`config.mk`:
```
export PLATFORM = sky130hd
export DESIGN_NAME = color_key_run_extractor
export DESIGN_NICKNAME = d
export VERILOG_FILES = /design/src/rtl/cke_pkg.sv /design/src/rtl/color_key_run_extractor.sv
export SDC_FILE = /design/constraint.sdc
export NUM_CORES = 1
export LEC_CHECK = 0
export BUFFER_PORTS_ARGS = -buffer_cell sky130_fd_sc_hd__buf_2
export CAP_MARGIN = 40
export CORE_MARGIN = 4
export CORE_UTILIZATION = 44
export CTS_CLUSTER_SIZE = 24
export DETAILED_ROUTE_END_ITERATION = 10
export PLACE_DENSITY = 0.69
export SLEW_MARGIN = 10
export SYNTH_ARGS = -nofsm -noshare
export SYNTH_HDL_FRONTEND = slang
export SYNTH_SLANG_ARGS = --single-unit
export TNS_END_PERCENT = 50
```
`constraint.sdc`:
```
create_clock -name clock -period 8.1 [get_ports clock]
set_clock_uncertainty 0.05 [all_clocks]
set_input_delay 0.405 -clock clock [delete_from_list [all_inputs] [get_ports clock]]
set_output_delay 0.405 -clock clock [all_outputs]
set_load 0.02 [all_outputs]
```
`src/rtl/cke_pkg.sv`:
```
package cke_pkg;

   // Size limits and field widths
   localparam int unsigned MAX_WIDTH  = 4096;
   localparam int unsigned MAX_HEIGHT = 4096;
   localparam int unsigned SIZE_W     = 13;
   localparam int unsigned COORD_W    = 12;
   localparam int unsigned FORMAT_W   = 2;
   localparam int unsigned COLOR_W    = 24;
   localparam int unsigned PIXEL_W    = 32;
   localparam int unsigned INDEX_W    = 24;
   localparam int unsigned CSR_IDX_W  = 2;
   localparam int unsigned CSR_DATA_W = 24;

   localparam logic [SIZE_W-1:0] MAX_WIDTH_C  = SIZE_W'(MAX_WIDTH);
   localparam logic [SIZE_W-1:0] MAX_HEIGHT_C = SIZE_W'(MAX_HEIGHT);
   localparam logic [SIZE_W-1:0] SIZE_ONE     = SIZE_W'(1);

   // Register indexes
   localparam logic [CSR_IDX_W-1:0] REG_IMAGE_WIDTH  = 2'd0;
   localparam logic [CSR_IDX_W-1:0] REG_IMAGE_HEIGHT = 2'd1;
   localparam logic [CSR_IDX_W-1:0] REG_PIXEL_FORMAT = 2'd2;
   localparam logic [CSR_IDX_W-1:0] REG_KEY_COLOR    = 2'd3;

   // Pixel formats; any other code acts as 32-bit
   localparam logic [FORMAT_W-1:0] FMT_RGB565 = 2'd0;
   localparam logic [FORMAT_W-1:0] FMT_RGB24  = 2'd1;
   localparam logic [FORMAT_W-1:0] FMT_RGB32  = 2'd2;

   // Zero acts as one, above the maximum saturates
   function automatic logic [SIZE_W-1:0] clamp_size(input logic [SIZE_W-1:0] v,
                                                    input logic [SIZE_W-1:0] hi);
      logic [SIZE_W-1:0] r;
      if (v == '0) begin
         r = SIZE_ONE;
      end else if (v > hi) begin
         r = hi;
      end else begin
         r = v;
      end
      return r;
   endfunction

   // Compare pixel against key 0x00BBGGRR in the pixel's own layout
   function automatic logic pixel_is_key(input logic [PIXEL_W-1:0]  pix,
                                         input logic [COLOR_W-1:0]  key,
                                         input logic [FORMAT_W-1:0] fmt);
      logic [7:0]  r;
      logic [7:0]  g;
      logic [7:0]  b;
      logic [15:0] k16;
      logic [23:0] rgb;
      logic        hit;
      r   = key[7:0];
      g   = key[15:8];
      b   = key[23:16];
      k16 = {r[7:3], g[7:2], b[7:3]};
      rgb = {r, g, b};
      case (fmt)
         FMT_RGB565: hit = (pix[15:0] == k16);
         FMT_RGB24:  hit = (pix[23:0] == rgb);
         default:    hit = (pix == {8'h00, rgb});
      endcase
      return hit;
   endfunction

endpackage

```
`src/rtl/color_key_run_extractor.sv`:
```
// Color-key run extractor. Takes one raw pixel per beat in scan order (left to
// right, top to bottom) and compares it with the transparent key color set in
// csr register 3 (0x00BBGGRR, converted to RGB565 or 0x00RRGGBB per the pixel
// format). For every maximal run of non-key pixels within a scan line one
// result beat is produced: first column, line index, column just past the run
// and a running run number that restarts at each new image. A run still open
// at the end of a line closes at the line width. Throughput is one pixel per
// clock while the result side keeps up; a pixel goes to a pixel register,
// then the run logic feeds the result register. The result register decouples
// the sides: a new pixel is taken while a result waits, and ready drops only
// when both the pixel register and result register are full and rsp_ready is
// low. Configuration must be written only while idle; the block does not
// enforce it. No read-back. After reset: width 1, height 1, 24-bit, key black.
module color_key_run_extractor (
   input  logic                            clock,
   input  logic                            reset,
   // pixel input channel
   input  logic                            req_valid,
   output logic                            req_ready,
   input  logic [cke_pkg::PIXEL_W-1:0]     req_pixel_word,
   // run result channel
   output logic                            rsp_valid,
   input  logic                            rsp_ready,
   output logic [cke_pkg::COORD_W-1:0]     rsp_run_left,
   output logic [cke_pkg::COORD_W-1:0]     rsp_run_row,
   output logic [cke_pkg::SIZE_W-1:0]      rsp_run_right,
   output logic [cke_pkg::INDEX_W-1:0]     rsp_run_index,
   // configuration write port
   input  logic                            csr_write_enable,
   input  logic [cke_pkg::CSR_IDX_W-1:0]   csr_index,
   input  logic [cke_pkg::CSR_DATA_W-1:0]  csr_write_data
);
   import cke_pkg::*;

   // configuration registers
   logic [SIZE_W-1:0]   image_width_ff;
   logic [SIZE_W-1:0]   image_height_ff;
   logic [FORMAT_W-1:0] pixel_format_ff;
   logic [COLOR_W-1:0]  key_color_ff;

   // pixel register
   logic                pix_valid_ff, pix_valid_in;
   logic [PIXEL_W-1:0]  pix_word_ff;

   // scan state
   logic [COORD_W-1:0]  column_ff, column_in;
   logic [COORD_W-1:0]  row_ff, row_in;
   logic                run_open_ff, run_open_in;
   logic [COORD_W-1:0]  run_start_ff, run_start_in;
   logic [INDEX_W-1:0]  runs_emitted_ff, runs_emitted_in;

   // result register
   logic                rsp_valid_ff, rsp_valid_in;
   logic [COORD_W-1:0]  rsp_left_ff, rsp_left_in;
   logic [COORD_W-1:0]  rsp_row_ff;
   logic [SIZE_W-1:0]   rsp_right_ff, rsp_right_in;
   logic [INDEX_W-1:0]  rsp_index_ff;

   logic                advance;
   logic                process;
   logic                req_fire;
   logic                solid;
   logic                emit;
   logic                line_end;
   logic                image_end;
   logic [SIZE_W-1:0]   width_eff;
   logic [SIZE_W-1:0]   height_eff;
   logic [SIZE_W-1:0]   col_next;
   logic [SIZE_W-1:0]   row_next;

   // result slot frees up this cycle -> pixel stage may move on
   assign advance   = !rsp_valid_ff || rsp_ready;
   assign process   = pix_valid_ff && advance;
   assign req_ready = !pix_valid_ff || advance;
   assign req_fire  = req_valid && req_ready;

   assign width_eff  = clamp_size(image_width_ff, MAX_WIDTH_C);
   assign height_eff = clamp_size(image_height_ff, MAX_HEIGHT_C);
   assign col_next   = {1'b0, column_ff} + SIZE_ONE;
   assign row_next   = {1'b0, row_ff} + SIZE_ONE;
   assign line_end   = (col_next >= width_eff);
   assign image_end  = (row_next >= height_eff);

   assign solid = !pixel_is_key(pix_word_ff, key_color_ff, pixel_format_ff);

   // Run tracking. At most one close per pixel: a key pixel closes an open run
   // at this column; otherwise a run open after this pixel closes at line end.
   always_comb begin
      emit            = 1'b0;
      rsp_left_in     = run_start_ff;
      rsp_right_in    = {1'b0, column_ff};
      run_open_in     = run_open_ff;
      run_start_in    = run_start_ff;
      column_in       = column_ff;
      row_in          = row_ff;
      runs_emitted_in = runs_emitted_ff;

      if (run_open_ff && !solid) begin
         emit        = 1'b1;
         run_open_in = 1'b0;
      end else if (!run_open_ff && solid) begin
         run_open_in  = 1'b1;
         run_start_in = column_ff;
         rsp_left_in  = column_ff;
      end

      if (line_end) begin
         if (run_open_in) begin
            emit         = 1'b1;
            rsp_right_in = col_next;
            run_open_in  = 1'b0;
         end
         column_in = '0;
      end else begin
         column_in = col_next[COORD_W-1:0];
      end

      if (emit) begin
         runs_emitted_in = runs_emitted_ff + INDEX_W'(1);
      end

      if (line_end) begin
         if (image_end) begin
            row_in          = '0;
            runs_emitted_in = '0;
         end else begin
            row_in = row_next[COORD_W-1:0];
         end
      end
   end

   always_comb begin
      if (req_fire) begin
         pix_valid_in = 1'b1;
      end else if (advance) begin
         pix_valid_in = 1'b0;
      end else begin
         pix_valid_in = pix_valid_ff;
      end

      if (process) begin
         rsp_valid_in = emit;
      end else if (rsp_ready) begin
         rsp_valid_in = 1'b0;
      end else begin
         rsp_valid_in = rsp_valid_ff;
      end
   end

   // configuration
   always_ff @(posedge clock) begin
      if (reset) begin
         image_width_ff  <= SIZE_ONE;
         image_height_ff <= SIZE_ONE;
         pixel_format_ff <= FMT_RGB24;
         key_color_ff    <= '0;
      end else if (csr_write_enable) begin
         case (csr_index)
            REG_IMAGE_WIDTH:  image_width_ff  <= csr_write_data[SIZE_W-1:0];
            REG_IMAGE_HEIGHT: image_height_ff <= csr_write_data[SIZE_W-1:0];
            REG_PIXEL_FORMAT: pixel_format_ff <= csr_write_data[FORMAT_W-1:0];
            REG_KEY_COLOR:    key_color_ff    <= csr_write_data[COLOR_W-1:0];
            default: ;
         endcase
      end
   end

   // control and scan state
   always_ff @(posedge clock) begin
      if (reset) begin
         pix_valid_ff    <= 1'b0;
         rsp_valid_ff    <= 1'b0;
         column_ff       <= '0;
         row_ff          <= '0;
         run_open_ff     <= 1'b0;
         run_start_ff    <= '0;
         runs_emitted_ff <= '0;
      end else begin
         pix_valid_ff <= pix_valid_in;
         rsp_valid_ff <= rsp_valid_in;
         if (process) begin
            column_ff       <= column_in;
            row_ff          <= row_in;
            run_open_ff     <= run_open_in;
            run_start_ff    <= run_start_in;
            runs_emitted_ff <= runs_emitted_in;
         end
      end
   end

   // payload
   always_ff @(posedge clock) begin
      if (req_fire) begin
         pix_word_ff <= req_pixel_word;
      end
      if (process && emit) begin
         rsp_left_ff  <= rsp_left_in;
         rsp_row_ff   <= row_ff;
         rsp_right_ff <= rsp_right_in;
         rsp_index_ff <= runs_emitted_ff;
      end
   end

   assign rsp_valid     = rsp_valid_ff;
   assign rsp_run_left  = rsp_left_ff;
   assign rsp_run_row   = rsp_row_ff;
   assign rsp_run_right = rsp_right_ff;
   assign rsp_run_index = rsp_index_ff;

endmodule

```
* After elaboration in Yosys (flattened, before gate mapping)
Cells that the tools add are included.
** Storage, ports and cells
- Register bits after elaboration :: 208
- Input bits :: 63
- Logic and storage cells :: 78
** Operators by class
- Add/subtract/negate cells :: 3
- $lt $le $gt $ge :: 4
- Eq/ne operators :: 7
- Mux-type cells :: 24
- Reduce and logical (&&, ||, !) cells :: 23
** Operators by type and width (number)
- $mux 12 :: 6
- $mux 24 :: 3
- $mux 13 :: 4
- $eq 32x24->1 :: 1
- $add 12x1->13 const B :: 2
- $ge 13x13->1 :: 2
- $gt 13x13->1 const B :: 2
- $logic_not 13->1 :: 2
- $add 24x1->24 const B :: 1
- $eq 24x24->1 :: 1
- $eq 16x16->1 :: 1
- $reduce_and 2->1 :: 6
- $mux 1 :: 10
- $logic_and 1x1->1 :: 5
- $eq 2x1->1 const B :: 2
- $eq 2x2->1 const B :: 2
- $logic_not 1->1 :: 4
- $logic_not 2->1 :: 2
- $reduce_bool 2->1 :: 2
- $logic_or 1x1->1 :: 2
- $pmux 1 s2 :: 1

* Logic depth before layout (Yosys ltp)
Gate-level depths: netlist of the first run.
- Depth in word-level cells :: 11
- Gate-level depth with buffers :: 17
- Depth with buffers taken out :: 16

* Least setup slack after synthesis of the first run
No wires, ideal clock.
- Kind :: register to register
- Start :: reg column_ff[0]
- End :: reg runs_emitted_ff[8]
- Setup time :: 71 ps
- Arrival time :: 5242 ps
- Required time :: 7979 ps
- Slack :: 2737 ps
- Stages on the path, launching flop included :: 17
- Buffers on the path :: 0
- Period minus slack after synthesis :: 5363 ps
- Path through :: dfxtp_1 ha_1 and3_1 and3_1 and3_1 and3_1 xor2_1 ha_1 a211oi_2 nor2_1 or4_1 o21a_1 nand2_1 mux2_4 clkinv_1 a31o_2 a21oi_1
** On the way
- Cells in the longest elaborated chain, start to end :: 6
** RTL lines
- start: declaration :: RTL line color_key_run_extractor.sv:46 : logic [COORD_W-1:0] column_ff, column_in;
- start signal: assignment :: RTL line color_key_run_extractor.sv:182 : column_ff <= column_in;
- $add 12x1->13 (*) :: RTL line color_key_run_extractor.sv:79 : assign col_next = {1'b0, column_ff} + SIZE_ONE;
- $ge 13x13->1 (*) :: RTL line color_key_run_extractor.sv:81 : assign line_end = (col_next >= width_eff);
- $mux 1 :: RTL line color_key_run_extractor.sv:107 : if (line_end) begin
- $mux 24 :: RTL line color_key_run_extractor.sv:118 : if (emit) begin
- $mux 24 :: RTL line color_key_run_extractor.sv:123 : if (image_end) begin
- $mux 24 (*) :: RTL line color_key_run_extractor.sv:122 : if (line_end) begin
- end signal: assignment :: RTL line color_key_run_extractor.sv:186 : runs_emitted_ff <= runs_emitted_in;
- end: declaration :: RTL line color_key_run_extractor.sv:50 : logic [INDEX_W-1:0] runs_emitted_ff, runs_emitted_in;
Mark *: on every way between the ends. The rest lies on a longest branch, timed or not.
A chain may end at the register's enable or synchronous reset.

* Final worst setup path of the first run
- Start :: reg column_ff[0]
- End :: reg runs_emitted_ff[11]
The elaborated chain is that of the path after synthesis.

==> flow_summary.json, run 1 <==
{
  "unrepaired_setup_endpoints_after_global_routing": "false",
  "grt_pass1_vias": 6688,
  "crit_fanout": 61,
  "cts_root_buf": "sky130_fd_sc_hd__clkbuf_16",
  "cts.path.max_buffers": 3,
  "slew_of_the_pin_with_the_lowest_slew_margin_ns": 0.898,
  "post-route-util_pct": 53.7,
  "final_setup_violation_count": 0,
  "worstPathCellList": "and3_1 > and3_1 > and3_1 > and3_1 > and3_1 > xor2_1 > ha_1 > o21ai_0 > nor2_1 > or4_1 > o21a_1 > buf_4 > nand2_1 > mux2_4 > inv_2 > buf_4 > a32oi_1 > a211oi_1",
  "die_area_sq_um": 23600,
  "vdd_ir_drop_max_uv": 175,
  "multi_input_area_sq_um": 4030,
  "met2_usage_grt_pct": 28.2,
  "dp_cells": 1298,
  "syn_nets": 1024,
  "critical_path.max_stage_delay_ns": 0.46,
  "globalRouteMet3Util_pct": 3.59,
  "crit_top_cell": "sky130_fd_sc_hd__and3_1",
  "die_height_microns": 153,
  "layout.filler_cells": 1818,
  "drt-pass1-iter-count": 6,
  "cts-buffers-inserted": 23,
  "timing.final.crit_share_pct": 62.9,
  "capture_point_of_the_worst_reg_to_reg_path": "runs_emitted_ff[11]",
  "synth-warning-count": 0,
  "dp_hpwl_mm": 15.0,
  "hold_depth": 1,
  "maximum_number_of_pins_on_one_net_before_global_route_repair": 67,
  "synthCells": 932,
  "slew-limit-headroom_pct": 40.2,
  "cpLargestDelayFamily": "simple AND/OR/NAND/NOR gates",
  "die-width_microns": 153,
  "fin_hold_ws_ns": 0.0286,
  "syn_area_per_cell_sq_um": 9.99,
  "setup-tns-final_ns": 0,
  "report.final.hold_viol_count": 0,
  "finish.cell_count_without_fillers": 1339,
  "worstPathRequired_ns": 8.40,
  "regToRegSetupSlack_ns": 3.00,
  "dr_total_vias": 7127,
  "post-cts-setup-buffer-count": 0,
  "fin_nets": 1145,
  "total_leakage_power_nw": 4.23,
  "antenna_found_initial": 1,
  "antenna_left": 0,
  "pre_cts_ws_ns": 3.06,
  "status": "complete, no violations",
  "clk_latency_ns": 0.50,
  "power.total_mw": 2.49,
  "ys_ff_latch": 208,
  "gr-max-usage-layer": "met2",
  "initialDrtViolationCount": 434,
  "cts_resized": 0,
  "placement_rows": 52,
  "hold_buffer_count_at_cts": 0,
  "r2r.worst_path.cells": 18,
  "ant_diodes": 0,
  "number_of_top_level_pins": 126,
  "yosys.cell_types.count": 54,
  "maxCapViolations": 0,
  "routed_wire_length_per_instance_microns": 15.9,
  "clk_transition_reported_paths_ns": 0.07,
  "crit_path_start_kind": "register",
  "finalWeightedCongestion": 0.895,
  "core-area_sq_um": 20500,
  "seqCellArea_sq_um": 5090,
  "timing.critical_path.arrival_ns": 5.39,
  "criticalPathCategory": "register to register",
  "min_period_ns": 5.10,
  "hold_path.class": "input pin to register",
  "timing.rr.start": "column_ff[0]",
  "mappedNetlistArea_sq_um": 9310,
  "fin_max_slew_vios": 0,
  "design_area_sq_um": 11000,
  "slowest_stage": "sky130_fd_sc_hd__dfxtp_1",
  "clock_sinks": 208,
  "timing.final.ws_setup_ns": 3.00,
  "asyncSetResetFlopFracSynth_pct": 0,
  "port_buffers": 125,
  "max_clock_freq_ghz": 0.196,
  "synth_top_flop_cell": "sky130_fd_sc_hd__dfxtp_1",
  "powerDensity_nw_per_um2": 226,
  "start_util_pct": 45.4,
  "tritoncts": "yes",
  "grt_pass1_wl_mm": 34.2,
  "vias_per_cell": 5.32,
  "globalRouteOverflowTotal": 0,
  "synth-edff-count": 93,
  "final_layout_size_suffix_gt1_share_pct": 18.5,
  "hold_path.startpoint": "req_pixel_word[8]",
  "wirelength_mm": 21.3,
  "globalRouteMet1Util_pct": 24.3,
  "route.detailed.drc": 0,
  "layout-area-overhead-vs-synth_pct": 18.3,
  "crit_buf_inv": 3,
  "holdPathEnd": "pix_word_ff[8]",
  "worstSetupEndpointType": "register",
  "globalRouteTotalUtil_pct": 17.5,
  "synth_seq_area_share_pct": 54.7,
  "dpl_cell_area_sq_um": 10200,
  "htree_num_levels": 1
}
[state kept, by name, indices dropped and copies added, names as in the netlist, 12 cells and up]
register	count
rsp_run_row	12
key_color_ff	24
row_ff	12
run_start_ff	12
image_height_ff	13
rsp_run_index	24
rsp_run_right	13
rsp_run_left	12
image_width_ff	13
runs_emitted_ff	24
pix_word_ff	32
column_ff	12
[worst register-to-register path, delay by kind of cell (launching register included)]
| family | cells | cell delay [ns] |
|---|---|---|
| AND/OR/NAND/NOR | 8 | 2.24 |
| AO/OA/AOI/OAI | 4 | 0.78 |
| buffers and inverters | 3 | 0.66 |
| flip-flops | 1 | 0.46 |
| multiplexers | 1 | 0.33 |
| adder cells (fa/ha/maj) | 1 | 0.26 |
| XOR/XNOR | 1 | 0.17 |
[cell families after synthesis]
logic type	Yosys count	share of synthesized area (%)
adders and majority gates	29	3.90
muxes	21	2.55
DFF	208	54.7
and+or+nand+nor	383	19.6
buffers and inverters	50	2.06
xor gates and xnor gates	76	7.15
AOI/OAI and AO/OA	165	10.0
[layout make-up]
type,instances,area share (%)
timing repair buffer,136,6.46
tap,270,3.07
clock buffer,31,6.16
multi-input combinational,674,36.6
clock inverter,10,1.17
sequential,208,46.3
inverter,10,0.341
[worst max path at each step]
stage / slack [ns] / cells past startpoint / start / to
finish: 3.00 / 18 / column_ff[0] / runs_emitted_ff[11]
global route: 2.61 / 17 / column_ff[0] / runs_emitted_ff[13]
CTS: 3.05 / 18 / column_ff[0] / runs_emitted_ff[11]
detailed placement: 3.06 / 18 / column_ff[0] / runs_emitted_ff[11]
global placement: 3.19 / 18 / column_ff[0] / runs_emitted_ff[11]
floorplan: 2.74 / 16 / column_ff[0] / runs_emitted_ff[8]
[cells in the final DEF (no fill, tap or decap), types with 10 or more instances in the layout]
cell type,count
sky130_fd_sc_hd__a21oi_1,89
sky130_fd_sc_hd__and3_1,27
sky130_fd_sc_hd__buf_2,125
sky130_fd_sc_hd__buf_4,10
sky130_fd_sc_hd__clkbuf_16,25
sky130_fd_sc_hd__dfxtp_1,115
sky130_fd_sc_hd__edfxtp_1,93
sky130_fd_sc_hd__ha_1,29
sky130_fd_sc_hd__mux2_2,14
sky130_fd_sc_hd__nand2_1,182
sky130_fd_sc_hd__nand3_1,16
sky130_fd_sc_hd__nand3b_1,16
sky130_fd_sc_hd__nand4_1,20
sky130_fd_sc_hd__nor2_1,56
sky130_fd_sc_hd__nor4_1,15
sky130_fd_sc_hd__o21ai_0,36
sky130_fd_sc_hd__xnor2_1,35
sky130_fd_sc_hd__xor2_1,41
[power breakdown]
group | total, mW | internal [mW] | leakage [nW] | switching [mW]
sequential | 1.17 | 1.15 | 1.78 | 0.0248
clock | 1.09 | 0.682 | 0.404 | 0.403
combinational | 0.236 | 0.0756 | 2.05 | 0.161
total | 2.49 | 1.91 | 4.23 | 0.588
[routing by layer]
metal	vias to the layer above	routed length, microns
met5	-	7
met4	2	482
met3	33	1340
met2	229	9650
met1	3297	9840
li1	3566	-
[cells in the mapped netlist (5+ instances only)]
cell                       count  share of area [%]
sky130_fd_sc_hd__nand2_1     182                7.3
sky130_fd_sc_hd__dfxtp_1     115                 25
sky130_fd_sc_hd__edfxtp_1     93                 30
sky130_fd_sc_hd__a21oi_1      89                4.8
sky130_fd_sc_hd__nor2_1       56                2.3
sky130_fd_sc_hd__xor2_1       41                3.9
sky130_fd_sc_hd__o21ai_0      36                1.9
sky130_fd_sc_hd__xnor2_1      35                3.3
sky130_fd_sc_hd__clkbuf_1     33                1.3
sky130_fd_sc_hd__ha_1         29                3.9
sky130_fd_sc_hd__and3_1       27                1.8
sky130_fd_sc_hd__nand4_1      20                1.3
sky130_fd_sc_hd__nand3_1      16               0.86
sky130_fd_sc_hd__nand3b_1     16                1.3
sky130_fd_sc_hd__nor4_1       15                1.0
sky130_fd_sc_hd__mux2_2       14                1.7
sky130_fd_sc_hd__and2_1        9               0.60
sky130_fd_sc_hd__inv_1         9               0.36
sky130_fd_sc_hd__nor3_1        8               0.43
sky130_fd_sc_hd__or4_1         8               0.64
sky130_fd_sc_hd__a31oi_1       7               0.47
sky130_fd_sc_hd__nor2b_1       7               0.47
sky130_fd_sc_hd__mux2i_1       5               0.54
sky130_fd_sc_hd__or3_1         5               0.34
(Power assumes the default switching activity.)
==> inputs of run 2 (changes only) <==
Settings changed: ABC_AREA set to 1, PLACE_DENSITY 0.69 to 0.71.
Clock period 8.1 ns to 4.64 ns, I/O delays scaled along.
==> flow_summary.json, run 2 <==
{
  "globalRouteOverflowTotal": 0,
  "clk_transition_reported_paths_ns": 0.06,
  "routed_wire_length_per_instance_microns": 14.5,
  "worstSetupEndpointType": "register",
  "grt_pass1_vias": 7742,
  "route.detailed.drc": 0,
  "dp_hpwl_mm": 16.5,
  "fin_nets": 1415,
  "maximum_number_of_pins_on_one_net_before_global_route_repair": 63,
  "mappedNetlistArea_sq_um": 9620,
  "synth.area.top_cells": "sky130_fd_sc_hd__edfxtp_1 29%, sky130_fd_sc_hd__dfxtp_1 24%, sky130_fd_sc_hd__nand2_1 9.2%, sky130_fd_sc_hd__nor2_1 5.7%, sky130_fd_sc_hd__o21ai_0 5.3%",
  "post-route-util_pct": 55.4,
  "design_area_sq_um": 11800,
  "maxCapViolations": 0,
  "multi_input_area_sq_um": 3850,
  "synth-edff-count": 93,
  "seqCellArea_sq_um": 5090,
  "cts_root_buf": "sky130_fd_sc_hd__clkbuf_16",
  "tritoncts": "yes",
  "ant_diodes": 0,
  "die_area_sq_um": 24300,
  "final_layout_size_suffix_gt1_share_pct": 15.1,
  "report.final.hold_viol_count": 0,
  "slew-limit-headroom_pct": 52.1,
  "final_setup_violation_count": 0,
  "asyncSetResetFlopFracSynth_pct": 0,
  "pre_cts_ws_ns": 0.900,
  "net-switching-power_mw": 1.16,
  "syn_nets": 1233,
  "port_buffers": 125,
  "antenna_found_initial": 0,
  "die-width_microns": 156,
  "layout.filler_cells": 1908,
  "fin_max_slew_vios": 0,
  "internal_power_mw": 3.23,
  "antenna_left": 0,
  "timing.critical_path.arrival_ns": 4.12,
  "htree_num_levels": 1,
  "status": "complete, no violations",
  "start_util_pct": 45.2,
  "worstPathRequired_ns": 5.00,
  "yosys.cell_types.count": 42,
  "min_period_ns": 3.76,
  "clock_sinks": 208,
  "synth_common_cells": "236 x sky130_fd_sc_hd__nand2_1, 146 x sky130_fd_sc_hd__nor2_1, 131 x sky130_fd_sc_hd__inv_1",
  "yosysMostFrequentCell": "sky130_fd_sc_hd__nand2_1",
  "total_leakage_power_nw": 4.99,
  "grt_pass1_wl_mm": 38.1,
  "ys_ff_latch": 208,
  "dominant_cell_type_by_area_after_synthesis": "sky130_fd_sc_hd__edfxtp_1",
  "crit_fanout": 11,
  "vdd_ir_drop_max_uv": 243,
  "dpl_cell_area_sq_um": 10600,
  "timing.final.crit_share_pct": 81.0,
  "initialDrtViolationCount": 459,
  "unrepaired_setup_endpoints_after_global_routing": "false",
  "share_seq_of_total_power_pct": 47.6,
  "dr_total_vias": 8109,
  "power.switching_fraction_pct": 26.4,
  "synthCells": 1141,
  "clkPwrFrac_pct": 38.0,
  "core-area_sq_um": 21300,
  "hold_path.class": "input pin to register",
  "placement_rows": 53,
  "max_clock_freq_ghz": 0.266,
  "synth-warning-count": 0,
  "number_of_flip_flops_in_the_largest_register": 32,
  "vias_per_cell": 5.02,
  "most-common-layout-cells": "236 x sky130_fd_sc_hd__nand2_1, 146 x sky130_fd_sc_hd__nor2_1, 131 x sky130_fd_sc_hd__inv_1",
  "cts_resized": 0,
  "setup-tns-final_ns": 0,
  "globalRouteTotalUtil_pct": 18.9,
  "synthDominantCellAreaShare_pct": 29.0,
  "layout-area-overhead-vs-synth_pct": 22.6,
  "synth_top_flop_cell": "sky130_fd_sc_hd__dfxtp_1",
  "synth_seq_area_share_pct": 52.9,
  "criticalPathCategory": "register to register",
  "powerDensity_nw_per_um2": 372,
  "die_height_microns": 156,
  "combPwrFrac_pct": 14.4,
  "slew_of_the_pin_with_the_lowest_slew_margin_ns": 0.716,
  "crit_path_start_kind": "register",
  "wirelength_mm": 23.4,
  "cts-buffers-inserted": 23,
  "number_of_top_level_pins": 126,
  "top_register": "pix_word_ff",
  "fin_hold_ws_ns": 0.00883,
  "drt-pass1-iter-count": 5,
  "finalWeightedCongestion": 0.872,
  "cts.path.max_buffers": 3,
  "timing.final.ws_setup_ns": 0.883,
  "syn_area_per_cell_sq_um": 8.43,
  "clk_latency_ns": 0.50,
  "most_common_library_cell_in_the_layout_ignoring_fill_and_taps": "sky130_fd_sc_hd__nand2_1"
}
-- run 2: final timing paths --
kind	to	from	depth (start not counted)	slack [ns]
setup / recovery	runs_emitted_ff[15]	column_ff[0]	21	0.88
hold reg to reg	key_color_ff[0]	key_color_ff[0]	2	0.41
setup reg to reg	runs_emitted_ff[15]	column_ff[0]	21	0.88
hold / removal	image_width_ff[6]	csr_write_data[6]	3	0.009
-- run 2: cell type report --
cell class | instances | share of cell area, %
clock buffers | 36 | 5.64
clock inverters | 5 | 0.212
inverters | 144 | 4.60
multi-input cells | 757 | 32.6
flip-flops and latches | 208 | 43.2
well taps | 275 | 2.92
repair buffers | 189 | 10.8
-- run 2: worst max-delay path: stages (launching register included) --
cell	delay, ns
sky130_fd_sc_hd__dfxtp_1	0.41
sky130_fd_sc_hd__inv_2	0.09
sky130_fd_sc_hd__nor3_2	0.23
sky130_fd_sc_hd__nand3_1	0.16
sky130_fd_sc_hd__nor3_2	0.18
sky130_fd_sc_hd__nand2_1	0.12
sky130_fd_sc_hd__nor3_2	0.18
sky130_fd_sc_hd__xor2_2	0.23
sky130_fd_sc_hd__ha_1	0.28
sky130_fd_sc_hd__nand2_1	0.08
sky130_fd_sc_hd__inv_1	0.04
sky130_fd_sc_hd__nand2_1	0.05
sky130_fd_sc_hd__nand2_1	0.05
sky130_fd_sc_hd__a21oi_1	0.10
sky130_fd_sc_hd__nand2_1	0.07
sky130_fd_sc_hd__nor2_2	0.15
sky130_fd_sc_hd__inv_1	0.15
sky130_fd_sc_hd__nand2_4	0.13
sky130_fd_sc_hd__nand2_1	0.25
sky130_fd_sc_hd__o21ai_2	0.23
sky130_fd_sc_hd__inv_1	0.21
sky130_fd_sc_hd__nor3b_1	0.21
-- run 2: kinds of logic after synthesis --
logic type,count (synthesis),synth area share [%]
adder cells (fa/ha/maj),29,3.77
XOR/XNOR,35,3.26
AO/OA/AOI/OAI,212,11.4
buffers and inverters,176,7.07
AND/OR/NAND/NOR,481,21.6
flip-flops,208,52.9
-- run 2: what timing repair did --
action                     CTS  global route
setup endpoints to repair    0             0
hold endpoints to repair    61             0
buffers inserted             0             0
hold buffers                54             0
-- run 2: power groups by stage --
stage                     Sequential, mW  Clock, mW  Combinational [mW]
final                               2.09       1.67               0.632
after global routing                2.10       1.79               0.703
after CTS                           2.09       1.71               0.633
after detailed placement            2.12          0               0.596
after global placement              2.12          0               0.580
after floorplan                     2.16          0               0.370
-- run 2: layer usage --
metal / wire, microns / share of wire [%] / global-route usage (%) / vias up
met5: 0 / 0 / 0 / -
met4: 578 / 2.5 / 5.59 / 0
met3: 1290 / 5.5 / 2.88 / 48
met2: 11100 / 48 / 32.3 / 239
met1: 10400 / 44 / 24.9 / 3705
li1: - / - / - / 4117
-- run 2: through the flow --
stage / std cells / power (mW)
after detailed placement: 1519 / 2.72
after global placement: 1516 / 2.70
after global routing: 1614 / 4.59
after CTS: 1614 / 4.43
final: 1614 / 4.39
after floorplan: 1141 / 2.53
==> inputs of run 3 (changes only) <==
Settings changed: ABC_AREA 1 to 0.
Clock period 4.64 ns to 3.2 ns, I/O delays scaled along.
==> flow_summary.json, run 3 (synthesis gave the netlist of run 1 again) <==
{
  "fin_nets": 1285,
  "combPwrFrac_pct": 14.1,
  "port_buffers": 125,
  "die-width_microns": 153,
  "layout.filler_cells": 1629,
  "grt_pass1_wl_mm": 39.5,
  "tritoncts": "yes",
  "max_clock_freq_ghz": 0.264,
  "pre_cts_ws_ns": -0.575,
  "criticalPathCategory": "register to register",
  "number_of_flip_flops_in_the_largest_register": 32,
  "hold_path.class": "input pin to register",
  "ant_diodes": 0,
  "antenna_found_initial": 0,
  "htree_num_levels": 1,
  "placement_rows": 52,
  "regToRegSetupSlack_ns": -0.59,
  "powerDensity_nw_per_um2": 516,
  "setup-tns-final_ns": -55.30,
  "crit_path_start_kind": "register",
  "total_leakage_power_nw": 4.99,
  "crit_fanout": 4,
  "route.detailed.drc": 0,
  "grt_pass1_vias": 7867,
  "antenna_left": 0,
  "vdd_ir_drop_max_uv": 515,
  "initialDrtViolationCount": 571,
  "die_area_sq_um": 23600,
  "routed_wire_length_per_instance_microns": 16.5,
  "fin_max_slew_vios": 0,
  "final_setup_violation_count": 124,
  "drt-pass1-iter-count": 5,
  "min_period_ns": 3.79,
  "slew_of_the_pin_with_the_lowest_slew_margin_ns": 0.880,
  "post-route-util_pct": 62.0,
  "clk_latency_ns": 0.50,
  "dp_hpwl_mm": 15.8,
  "globalRouteTotalUtil_pct": 19.9,
  "internal_power_mw": 4.96,
  "power.switching_fraction_pct": 24.3,
  "timing.final.crit_share_pct": 118,
  "most_common_library_cell_in_the_layout_ignoring_fill_and_taps": "sky130_fd_sc_hd__nand2_1",
  "globalRouteOverflowTotal": 0,
  "worstSetupEndpointType": "register",
  "maximum_number_of_pins_on_one_net_before_global_route_repair": 71,
  "wirelength_mm": 24.5,
  "finalWeightedCongestion": 0.882,
  "layout-area-overhead-vs-synth_pct": 36.3,
  "violations": "setup timing",
  "slew-limit-headroom_pct": 41.3,
  "fin_hold_ws_ns": 0.0689,
  "die_height_microns": 153,
  "clkPwrFrac_pct": 40.6,
  "clock_sinks": 208,
  "net-switching-power_mw": 1.59,
  "seqCellArea_sq_um": 5100,
  "report.final.hold_viol_count": 0,
  "timing.final.ws_setup_ns": -0.586,
  "dr_total_vias": 7897,
  "cts_root_buf": "sky130_fd_sc_hd__clkbuf_16",
  "most-common-layout-cells": "177 x sky130_fd_sc_hd__nand2_1, 125 x sky130_fd_sc_hd__buf_2, 112 x sky130_fd_sc_hd__dfxtp_1",
  "timing.critical_path.arrival_ns": 4.18,
  "status": "finished with violations",
  "multi_input_area_sq_um": 4270,
  "cts-buffers-inserted": 22,
  "clk_transition_reported_paths_ns": 0.06,
  "top_register": "pix_word_ff",
  "vias_per_cell": 5.34,
  "final_layout_size_suffix_gt1_share_pct": 26.6,
  "unrepaired_setup_endpoints_after_global_routing": "true",
  "cts.path.max_buffers": 3,
  "core-area_sq_um": 20500,
  "maxCapViolations": 0,
  "share_seq_of_total_power_pct": 45.3,
  "number_of_top_level_pins": 126,
  "worstPathRequired_ns": 3.59,
  "start_util_pct": 45.4
}
-- run 3: cell types whose count changed in the layout (fill, tap and decap cells not counted), moves of 14 or more --
cell                       delta
sky130_fd_sc_hd__inv_1      -122
sky130_fd_sc_hd__mux2_2      +14
sky130_fd_sc_hd__xnor2_1     +24
sky130_fd_sc_hd__buf_4       +57
sky130_fd_sc_hd__o21ai_1     -20
sky130_fd_sc_hd__nand3_1     -19
sky130_fd_sc_hd__and3_1      +18
sky130_fd_sc_hd__xor2_1      +16
sky130_fd_sc_hd__nor2_1      -95
sky130_fd_sc_hd__o21ai_0     -70
sky130_fd_sc_hd__nand3b_1    +15
sky130_fd_sc_hd__nand2_1     -59
-- run 3: worst paths after layout --
| kind | startpoint | to | cells past startpoint |
|---|---|---|---|
| max | column_ff[0] | runs_emitted_ff[23] | 15 |
| min | csr_write_enable | pixel_format_ff[0] | 4 |
| max reg2reg | column_ff[0] | runs_emitted_ff[23] | 15 |
| min reg2reg | key_color_ff[1] | key_color_ff[1] | 2 |
-- run 3: through the flow --
stage / cell area (sq um) / cells / total power [mW]
final: 12700 / 1479 / 6.55
after global placement: 10800 / 1359 / 3.71
after floorplan: 9400 / 932 / 3.41
after global routing: 12700 / 1479 / 6.79
after detailed placement: 10800 / 1361 / 3.74
after CTS: 12300 / 1462 / 6.47
-- run 3: cell type report --
cell class	instances	share of cell area, %
Multi-Input combinational cell	674	33.7
Timing Repair inverter	2	0.177
Clock buffer	33	5.07
Inverter	10	0.503
Timing Repair Buffer	275	16.9
Clock inverter	7	0.897
Tap cell	270	2.66
Sequential cell	208	40.2
-- run 3: power groups by stage --
| stage | Sequential (mW) | Clock, mW | Combinational (mW) |
|---|---|---|---|
| 2_1_floorplan | 3.09 | 0 | 0.324 |
| 3_3_place_gp | 3.02 | 0 | 0.697 |
| 3_5_place_dp | 3.02 | 0 | 0.715 |
| 4_1_cts | 2.97 | 2.70 | 0.803 |
| 5_1_grt | 2.98 | 2.83 | 0.989 |
| 6_report | 2.97 | 2.66 | 0.921 |
-- run 3: timing repair --
item                                   in CTS  in global routing
gates cloned                                0                  6
endpoints found under the hold margin      88                  0
resized for setup                          19                 53
setup endpoints to repair                 124                124
pin swaps                                   6                 26
hold buffers                               60                  0
buffers inserted                            1                 12
-- run 3: critical path, cell delays in order, from the launching register on --
cell and delay, ns:
sky130_fd_sc_hd__dfxtp_4 0.35, sky130_fd_sc_hd__ha_4 0.15, sky130_fd_sc_hd__and3_4 0.17, sky130_fd_sc_hd__and3_4 0.17, sky130_fd_sc_hd__and3_4 0.17, sky130_fd_sc_hd__and3_4 0.18, sky130_fd_sc_hd__xor2_1 0.14, sky130_fd_sc_hd__ha_1 0.34
sky130_fd_sc_hd__a211oi_2 0.21, sky130_fd_sc_hd__nor2_1 0.06, sky130_fd_sc_hd__or4_1 0.48, sky130_fd_sc_hd__o21a_4 0.24, sky130_fd_sc_hd__and2_4 0.14, sky130_fd_sc_hd__or4_1 0.38, sky130_fd_sc_hd__or4_1 0.40, sky130_fd_sc_hd__nand3_1 0.09
-- run 3: per-layer routing --
layer / GRT usage (%) / share of wire [%]
met1: 26.1 / 43
met2: 33.7 / 47
met3: 3.31 / 7.0
met4: 6.10 / 3.3
met5: 0 / 0
